`src/hw/rtl/sfg_pkg.sv`:
```
// ----------------------------------------------------------------------------
// sfg_pkg
// Shared types and constants for the stepped fan governor: word layouts,
// temperature conversion constants, step count and the duty table.
// ----------------------------------------------------------------------------
package sfg_pkg;

    // Number of fan steps including "off"; the highest step is NUM_STEPS-1,
    // capped by the five threshold registers that exist in hardware.
    localparam int NUM_STEPS = 6;
    localparam int HW_TOP_STEP = 5;
    localparam int TOP_STEP_RAW = (NUM_STEPS < 2) ? 1 : (NUM_STEPS - 1);
    localparam int TOP_STEP = (TOP_STEP_RAW > HW_TOP_STEP) ? HW_TOP_STEP : TOP_STEP_RAW;

    localparam int RAW_W   = 10;
    localparam int TEMP_W  = 20;
    localparam int HYST_W  = 16;
    localparam int STEP_W  = 3;
    localparam int DUTY_W  = 10;
    localparam int CMP_W   = TEMP_W + 2;

    localparam logic [TEMP_W-1:0] TEMP_OFFSET = 20'd450000;

    // Register indexes of the configuration port.
    localparam logic [2:0] REG_THR1 = 3'd0;
    localparam logic [2:0] REG_THR2 = 3'd1;
    localparam logic [2:0] REG_THR3 = 3'd2;
    localparam logic [2:0] REG_THR4 = 3'd3;
    localparam logic [2:0] REG_THR5 = 3'd4;
    localparam logic [2:0] REG_HYST = 3'd5;

    localparam logic [TEMP_W-1:0] THR1_RESET = 20'd45000;
    localparam logic [TEMP_W-1:0] THR2_RESET = 20'd52000;
    localparam logic [TEMP_W-1:0] THR3_RESET = 20'd58000;
    localparam logic [TEMP_W-1:0] THR4_RESET = 20'd64000;
    localparam logic [TEMP_W-1:0] THR5_RESET = 20'd70000;
    localparam logic [HYST_W-1:0] HYST_RESET = 16'd3000;

    typedef logic signed [TEMP_W-1:0] temp_t;

    // Threshold for step k+1 lives at element k.
    typedef logic [HW_TOP_STEP-1:0][TEMP_W-1:0] thr_vec_t;

    // Per-step comparison flags; bit k-1 belongs to step k.
    typedef struct packed {
        logic [HW_TOP_STEP-1:0] reach;  // temperature >= threshold of step k
        logic [HW_TOP_STEP-1:0] below;  // temperature < threshold of step k - hysteresis
    } cmp_flags_t;

    function automatic logic [DUTY_W-1:0] duty_of(input logic [STEP_W-1:0] step);
        logic [DUTY_W-1:0] duty;
        case (step)
            3'd1:    duty = 10'd400;
            3'd2:    duty = 10'd550;
            3'd3:    duty = 10'd700;
            3'd4:    duty = 10'd850;
            3'd5:    duty = 10'd1000;
            default: duty = 10'd0;
        endcase
        return duty;
    endfunction

endpackage

```
`src/hw/rtl/sfg_eval.sv`:
```
// ----------------------------------------------------------------------------
// sfg_eval
// Converts a raw sensor code to millicelsius and compares the temperature
// against every step threshold, with and without hysteresis.
// ----------------------------------------------------------------------------
module sfg_eval (
    input  logic [sfg_pkg::RAW_W-1:0]  raw,
    input  sfg_pkg::thr_vec_t          thresholds,
    input  logic [sfg_pkg::HYST_W-1:0] hysteresis,
    output sfg_pkg::temp_t             temp,
    output sfg_pkg::cmp_flags_t        flags
);

    logic [sfg_pkg::TEMP_W-1:0]         product;
    logic signed [sfg_pkg::CMP_W-1:0]   temp_wide;
    logic signed [sfg_pkg::CMP_W-1:0]   thr_wide [sfg_pkg::HW_TOP_STEP];
    logic signed [sfg_pkg::CMP_W-1:0]   low_wide [sfg_pkg::HW_TOP_STEP];

    // 550 = 512 + 32 + 4 + 2, built from shifted copies of the code.
    assign product = {1'b0, raw, 9'b0} + {5'b0, raw, 5'b0}
                   + {8'b0, raw, 2'b0} + {9'b0, raw, 1'b0};

    assign temp_wide = $signed({2'b00, sfg_pkg::TEMP_OFFSET}) - $signed({2'b00, product});
    assign temp      = temp_wide[sfg_pkg::TEMP_W-1:0];

    always_comb
    begin
        for (int k = 0; k < sfg_pkg::HW_TOP_STEP; k++)
        begin
            thr_wide[k] = $signed({{2{thresholds[k][sfg_pkg::TEMP_W-1]}}, thresholds[k]});
            low_wide[k] = thr_wide[k] - $signed({6'b0, hysteresis});
            flags.reach[k] = (temp_wide >= thr_wide[k]);
            flags.below[k] = (temp_wide < low_wide[k]);
        end
    end

endmodule

```
`src/hw/rtl/stepped_fan_governor_hysteresis.sv`:
```
// ----------------------------------------------------------------------------
// stepped_fan_governor_hysteresis
// Stepped fan curve with hysteresis on a stream of temperature readings.
// ----------------------------------------------------------------------------
// Data path: a reading accepted from the stream goes to the input register,
// then its result word to the result register that drives m_tdata.
// Throughput: one reading per cycle while m_tready stays high; the step
// update is combinational and the result register loads as the input
// register passes on, so back-to-back readings go through without a gap.
// Reset: rst_n clears the pipeline, sets the step to off, clears the first
// reading flag and loads the default thresholds and hysteresis.
// ----------------------------------------------------------------------------
module stepped_fan_governor_hysteresis (
    input  logic        clk,
    input  logic        rst_n,

    // Reading stream.
    input  logic        s_tvalid,
    output logic        s_tready,
    input  logic [15:0] s_tdata,   // [9:0] sensor_raw, rest zero
    input  logic [0:0]  s_tuser,   // [0] sensor_valid

    // Result stream.
    output logic        m_tvalid,
    input  logic        m_tready,
    output logic [39:0] m_tdata,   // [2:0] fan_step, [12:3] duty_permille,
                                   // [32:13] temp_millic, [33] step_changed, rest zero

    // Register write channel.
    input  logic        cfg_valid,
    output logic        cfg_ready,
    input  logic [2:0]  cfg_index,
    input  logic [19:0] cfg_data
);

    // Configuration registers.
    sfg_pkg::thr_vec_t              thr_reg;
    logic [sfg_pkg::HYST_W-1:0]     hyst_reg;

    // Input register. Readings without the valid bit are taken and dropped here.
    logic                           in_valid_reg;
    logic [sfg_pkg::RAW_W-1:0]      in_raw_reg;

    // Governor state.
    logic [sfg_pkg::STEP_W-1:0]     step_reg;
    logic [sfg_pkg::STEP_W-1:0]     step_next;
    logic                           seen_reg;

    // Result register.
    logic                           out_valid_reg;
    logic [sfg_pkg::STEP_W-1:0]     out_step_reg;
    logic [sfg_pkg::DUTY_W-1:0]     out_duty_reg;
    sfg_pkg::temp_t                 out_temp_reg;
    logic                           out_changed_reg;

    sfg_pkg::temp_t                 temp;
    sfg_pkg::cmp_flags_t            flags;

    logic                           out_free;
    logic                           advance;
    logic                           in_take;

    // The result register can load when it is empty or being drained this
    // cycle; the input register then passes its reading on.
    assign out_free  = !out_valid_reg || m_tready;
    assign advance   = in_valid_reg && out_free;
    assign s_tready  = !in_valid_reg || out_free;
    assign in_take   = s_tvalid && s_tready;
    assign cfg_ready = 1'b1;

    sfg_eval u_eval (
        .raw        (in_raw_reg),
        .thresholds (thr_reg),
        .hysteresis (hyst_reg),
        .temp       (temp),
        .flags      (flags)
    );

    // Step update: first climb while the next threshold is reached, then
    // fall while the temperature sits a full hysteresis below the current
    // step's threshold. Each pass is a short chain over at most five steps.
    always_comb
    begin
        step_next = step_reg;
        if (step_next > sfg_pkg::STEP_W'(sfg_pkg::TOP_STEP))
        begin
            step_next = sfg_pkg::STEP_W'(sfg_pkg::TOP_STEP);
        end
        for (int k = 1; k <= sfg_pkg::TOP_STEP; k++)
        begin
            if (step_next == sfg_pkg::STEP_W'(k - 1) && flags.reach[k-1])
            begin
                step_next = sfg_pkg::STEP_W'(k);
            end
        end
        for (int k = sfg_pkg::TOP_STEP; k >= 1; k--)
        begin
            if (step_next == sfg_pkg::STEP_W'(k) && flags.below[k-1])
            begin
                step_next = sfg_pkg::STEP_W'(k - 1);
            end
        end
    end

    // Configuration writes; indexes past the hysteresis register are ignored.
    always_ff @(posedge clk or negedge rst_n)
    begin
        if (!rst_n)
        begin
            thr_reg[0] <= sfg_pkg::THR1_RESET;
            thr_reg[1] <= sfg_pkg::THR2_RESET;
            thr_reg[2] <= sfg_pkg::THR3_RESET;
            thr_reg[3] <= sfg_pkg::THR4_RESET;
            thr_reg[4] <= sfg_pkg::THR5_RESET;
            hyst_reg   <= sfg_pkg::HYST_RESET;
        end
        else if (cfg_valid && cfg_ready)
        begin
            unique case (cfg_index)
                sfg_pkg::REG_THR1: thr_reg[0] <= cfg_data;
                sfg_pkg::REG_THR2: thr_reg[1] <= cfg_data;
                sfg_pkg::REG_THR3: thr_reg[2] <= cfg_data;
                sfg_pkg::REG_THR4: thr_reg[3] <= cfg_data;
                sfg_pkg::REG_THR5: thr_reg[4] <= cfg_data;
                sfg_pkg::REG_HYST: hyst_reg   <= cfg_data[sfg_pkg::HYST_W-1:0];
                default:           ;
            endcase
        end
    end

    // Pipeline control and governor state.
    always_ff @(posedge clk or negedge rst_n)
    begin
        if (!rst_n)
        begin
            in_valid_reg  <= 1'b0;
            out_valid_reg <= 1'b0;
            step_reg      <= '0;
            seen_reg      <= 1'b0;
        end
        else
        begin
            if (in_take)
            begin
                in_valid_reg <= s_tuser[0];
            end
            else if (advance)
            begin
                in_valid_reg <= 1'b0;
            end

            if (advance)
            begin
                out_valid_reg <= 1'b1;
                step_reg      <= step_next;
                seen_reg      <= 1'b1;
            end
            else if (m_tready)
            begin
                out_valid_reg <= 1'b0;
            end
        end
    end

    // Payload registers.
    always_ff @(posedge clk)
    begin
        if (in_take)
        begin
            in_raw_reg <= s_tdata[sfg_pkg::RAW_W-1:0];
        end
        if (advance)
        begin
            out_step_reg    <= step_next;
            out_duty_reg    <= sfg_pkg::duty_of(step_next);
            out_temp_reg    <= temp;
            out_changed_reg <= !seen_reg || (step_next != step_reg);
        end
    end

    assign m_tvalid = out_valid_reg;
    assign m_tdata  = {6'b0, out_changed_reg, out_temp_reg, out_duty_reg, out_step_reg};

endmodule
```
`config.mk`:
```
export PLATFORM = sky130hd
export DESIGN_NAME = stepped_fan_governor_hysteresis
export DESIGN_NICKNAME = d
export VERILOG_FILES = /design/src/hw/rtl/sfg_pkg.sv /design/src/hw/rtl/sfg_eval.sv /design/src/hw/rtl/stepped_fan_governor_hysteresis.sv
export SDC_FILE = /design/constraint.sdc
export NUM_CORES = 1
export LEC_CHECK = 0
export BUFFER_PORTS_ARGS = -buffer_cell sky130_fd_sc_hd__buf_2
export CAP_MARGIN = 20
export CORE_ASPECT_RATIO = 1.5
export CORE_MARGIN = 10
export CORE_UTILIZATION = 30
export CTS_BUF_LIST = sky130_fd_sc_hd__clkbuf_4 sky130_fd_sc_hd__clkbuf_8
export DETAILED_ROUTE_END_ITERATION = 6
export GPL_TIMING_DRIVEN = 0
export PLACE_DENSITY_LB_ADDON = 0.15
export SLEW_MARGIN = 20
export SYNTH_ARGS = -nofsm -noshare
export SYNTH_HDL_FRONTEND = slang
export SYNTH_SLANG_ARGS = --single-unit
```
`constraint.sdc`:
```
create_clock -name clk -period 6.5 [get_ports clk]
set_input_delay 0.65 -clock clk [delete_from_list [all_inputs] [get_ports clk]]
set_output_delay 0.65 -clock clk [all_outputs]
set_load 0.005 [all_outputs]
```
==> flow_metrics.env <==
export IMPL_grt_pass1_wl_mm=71.8
export IMPL_cts_clk_slew_worst_paths_ns=0.10
export IMPL_ant_nets=0
export IMPL_via_per_inst=4.89
export IMPL_yosysWarnings=0
export IMPL_largest_reg_flops=100
export IMPL_final_setup_worst_slack_ns=-0.178
export IMPL_die_area_um2=61400
export IMPL_setup_viol=9
export IMPL_async_flop_share=0.744
export IMPL_syn_to_final_growth_pct=17.6
export IMPL_cp_max_fo=8
export IMPL_insertion_delay_ns=0.50
export IMPL_drtIter0Drc=539
export IMPL_synth_top_area_frac=0.251
export IMPL_relSlewSlack=0.449
export IMPL_cellPowerDensity_nw_per_um2=448
export IMPL_overflow=0
export IMPL_max_freq_ghz=0.150
export IMPL_ios=88
export IMPL_synthFlopType="dfrtp_1"
export IMPL_reg2reg_depth=40
export IMPL_antenna_found_initial=6
export IMPL_drc_errors=0
export IMPL_peakVddDrop_uv=219
export IMPL_clockBufferDepth=2
export IMPL_finalCriticalPeriod_ns=6.68
export IMPL_wire_per_inst_um=17.9
export IMPL_gp_congestion=0.814
export IMPL_crit_top_cell="buf_4"
export IMPL_die_w_um=206
export IMPL_violations="setup timing"
export IMPL_timing_setup_tns_ns=-0.654
export IMPL_dp_hpwl_mm=37.0
export IMPL_crit_slowest_cell="edfxtp_1"
export IMPL_wirelength_mm=46.2
export IMPL_synth_seq_cells=164
export IMPL_rows=102
export IMPL_maxSlewViolCount=0
export IMPL_rsz0062_at_grt="true"
export IMPL_worstSetupStartpoint="in_raw_reg[8]$_DFFE_PP_"
export IMPL_clock_sinks=164
export IMPL_crit_path_max_incr_delay_ns=0.40
export IMPL_grt_max_degree=73
export IMPL_cts_hold_buf=0
export IMPL_drive_above_1_share=0.186
export IMPL_finalCritPeriodShare=1.03
export IMPL_required_ns=6.74
export IMPL_grtUsageTotal=0.151
export IMPL_crit_type="reg -> reg"
export IMPL_r2r_slack_ns=-0.18
export IMPL_hold_viol_final=0
export IMPL_r2r_end="out_changed_reg$_DFFE_PP_"
export IMPL_hold_class="in -> async"
export IMPL_syn_avg_cell_area_um2=9.06
export IMPL_fin_worst_skew_ns=0.0125
export IMPL_ys_seq_area_frac=0.281
export IMPL_vias=12600
export IMPL_io_buffers=72
export IMPL_p_leak_nw=8.51
export IMPL_drv_cap=0
export IMPL_design_core_area_um2=51400
export IMPL_grt_pass1_vias=12800
export IMPL_cts_tree="built"
export IMPL_cts_buffers=17
export IMPL_syn_area_um2=15500
export IMPL_synth_commonest_cells="ha_1 (312), inv_1 (203), nand2_1 (155)"
export IMPL_start_util=0.302
export IMPL_num_fill_cells=5300
export IMPL_synth_edf_count=42
export IMPL_crit_end="out_changed_reg$_DFFE_PP_"
export IMPL_worstMarginPinSlew_ns=0.825
export IMPL_syn_inst=1714
export IMPL_status="finished, violations left"
export IMPL_totalPowerFinal_mw=8.18
export IMPL_die_y_um=299
export IMPL_yosysMostFrequentCell="ha_1"
export IMPL_yosysTopAreaCell="ha_1"
export IMPL_cp_arrival_ns=6.92
export IMPL_cp_end_kind="flip-flop"
export IMPL_cts_max_level=4
export IMPL_dr_pass1_iters=6
export IMPL_nets=2256
export IMPL_synth_cell_types=74
export IMPL_yosys_top_cells_area="ha_1 (25%), dfrtp_1 (13%), edfxtp_1 (8.1%)"
export IMPL_reg2reg_from="in_raw_reg[8]$_DFFE_PP_"
export IMPL_cp_start_kind="flip-flop"
export IMPL_ctsRootBufferMaster="clkbuf_8"
[worst max-delay path: cells and delay by family (launching register included)]
kind / cells / cell delay, ns
AO/OA/AOI/OAI: 8 / 1.51
XOR/XNOR: 1 / 0.17
adder cells (fa/ha/maj): 2 / 0.45
buffers and inverters: 24 / 3.03
flip-flops: 1 / 0.40
AND/OR/NAND/NOR: 5 / 0.86
[power by group]
group	leakage [nW]	internal [mW]	switching (mW)	total (mW)
sequential	1.81	1.39	0.148	1.53
combinational	6.53	2.63	3.31	5.94
clock	0.174	0.282	0.427	0.709
[layout by cell type, fill, tap and decap left out, drive strengths merged, types with 11 or more instances in the layout]
master / n
nand3: 33
a21o: 51
ha: 312
a21oi: 104
o2111ai: 12
nor2b: 15
fa: 16
nand4: 15
xor2: 35
o31ai: 11
o21ai: 158
buf: 155
clkbuf: 41
nor2: 80
inv: 204
xnor2: 54
nand2: 156
nor3: 31
dfrtp: 82
o21bai: 18
mux2: 38
a211oi: 14
nand2b: 18
and3: 14
edfxtp: 42
a31oi: 14
dfstp: 40
[worst min path at each step]
stage / startpoint / end / depth (start not counted)
6_report: rst_n / thr_reg[5]$_DFFE_PN0P_ / 1
4_1_cts: rst_n / thr_reg[17]$_DFFE_PN0P_ / 1
3_3_place_gp: hyst_reg[13]$_DFFE_PN0P_ / hyst_reg[13]$_DFFE_PN0P_ / 1
2_1_floorplan: rst_n / hyst_reg[0]$_DFFE_PN0P_ / 0
3_5_place_dp: hyst_reg[6]$_DFFE_PN0P_ / hyst_reg[6]$_DFFE_PN0P_ / 1
5_1_grt: rst_n / thr_reg[5]$_DFFE_PN0P_ / 1
[metal layers]
layer  part of all wire  vias to the layer above  track usage  wire, µm
met4              0.031                       10       0.0574      1450
met5             0.0015                        -            0        67
met1               0.41                     5910        0.169     18800
li1                   -                     6450            -         -
met2               0.53                      154        0.280     24500
met3              0.030                       57       0.0224      1380
[cell families (layout without fill, tap and decap cells)]
family / after synthesis / count (layout) / synth area share
compound gates: 452 / 452 / 0.185
simple gates: 406 / 406 / 0.123
fa+ha+maj: 328 / 328 / 0.272
buf+inv: 234 / 409 / 0.0591
flops: 164 / 164 / 0.281
xor+xnor: 89 / 89 / 0.0502
mux: 39 / 39 / 0.0282
other cells: 2 / 10 / 0.000484
[per-stage QoR]
stage,hold slack (ns),util,cell area (µm²),cells,setup slack [ns]
floorplan,0.354,-,15600,1721,0.0175
global placement,0.486,0.326,16800,2469,-2.50
detailed placement,0.493,0.330,17000,2478,-2.17
CTS,0.0365,0.352,18100,2561,-0.102
global route,0.0645,0.355,18300,2573,-0.405
finish,0.0619,0.355,18300,2573,-0.178
[area by class of cell]
class                   instances  area (µm²)  area share
multi-input cells            1323       10700       0.589
flip-flops and latches        164        4360       0.239
repair buffers                143        1040      0.0570
well taps                     676         846      0.0463
inverters                     203         762      0.0417
clock buffers                  22         272      0.0149
plain buffers                  31         163     0.00891
clock inverters                10        62.6     0.00343
diodes                          1        2.50    0.000137
[repair_timing]
item / 4_1_cts / 5_1_grt
buffers inserted: 51 / 11
endpoints found under the setup margin: 16 / 16
pin swaps: 35 / 13
resized for setup: 62 / 18
Power figures use the tool's default switching activity.
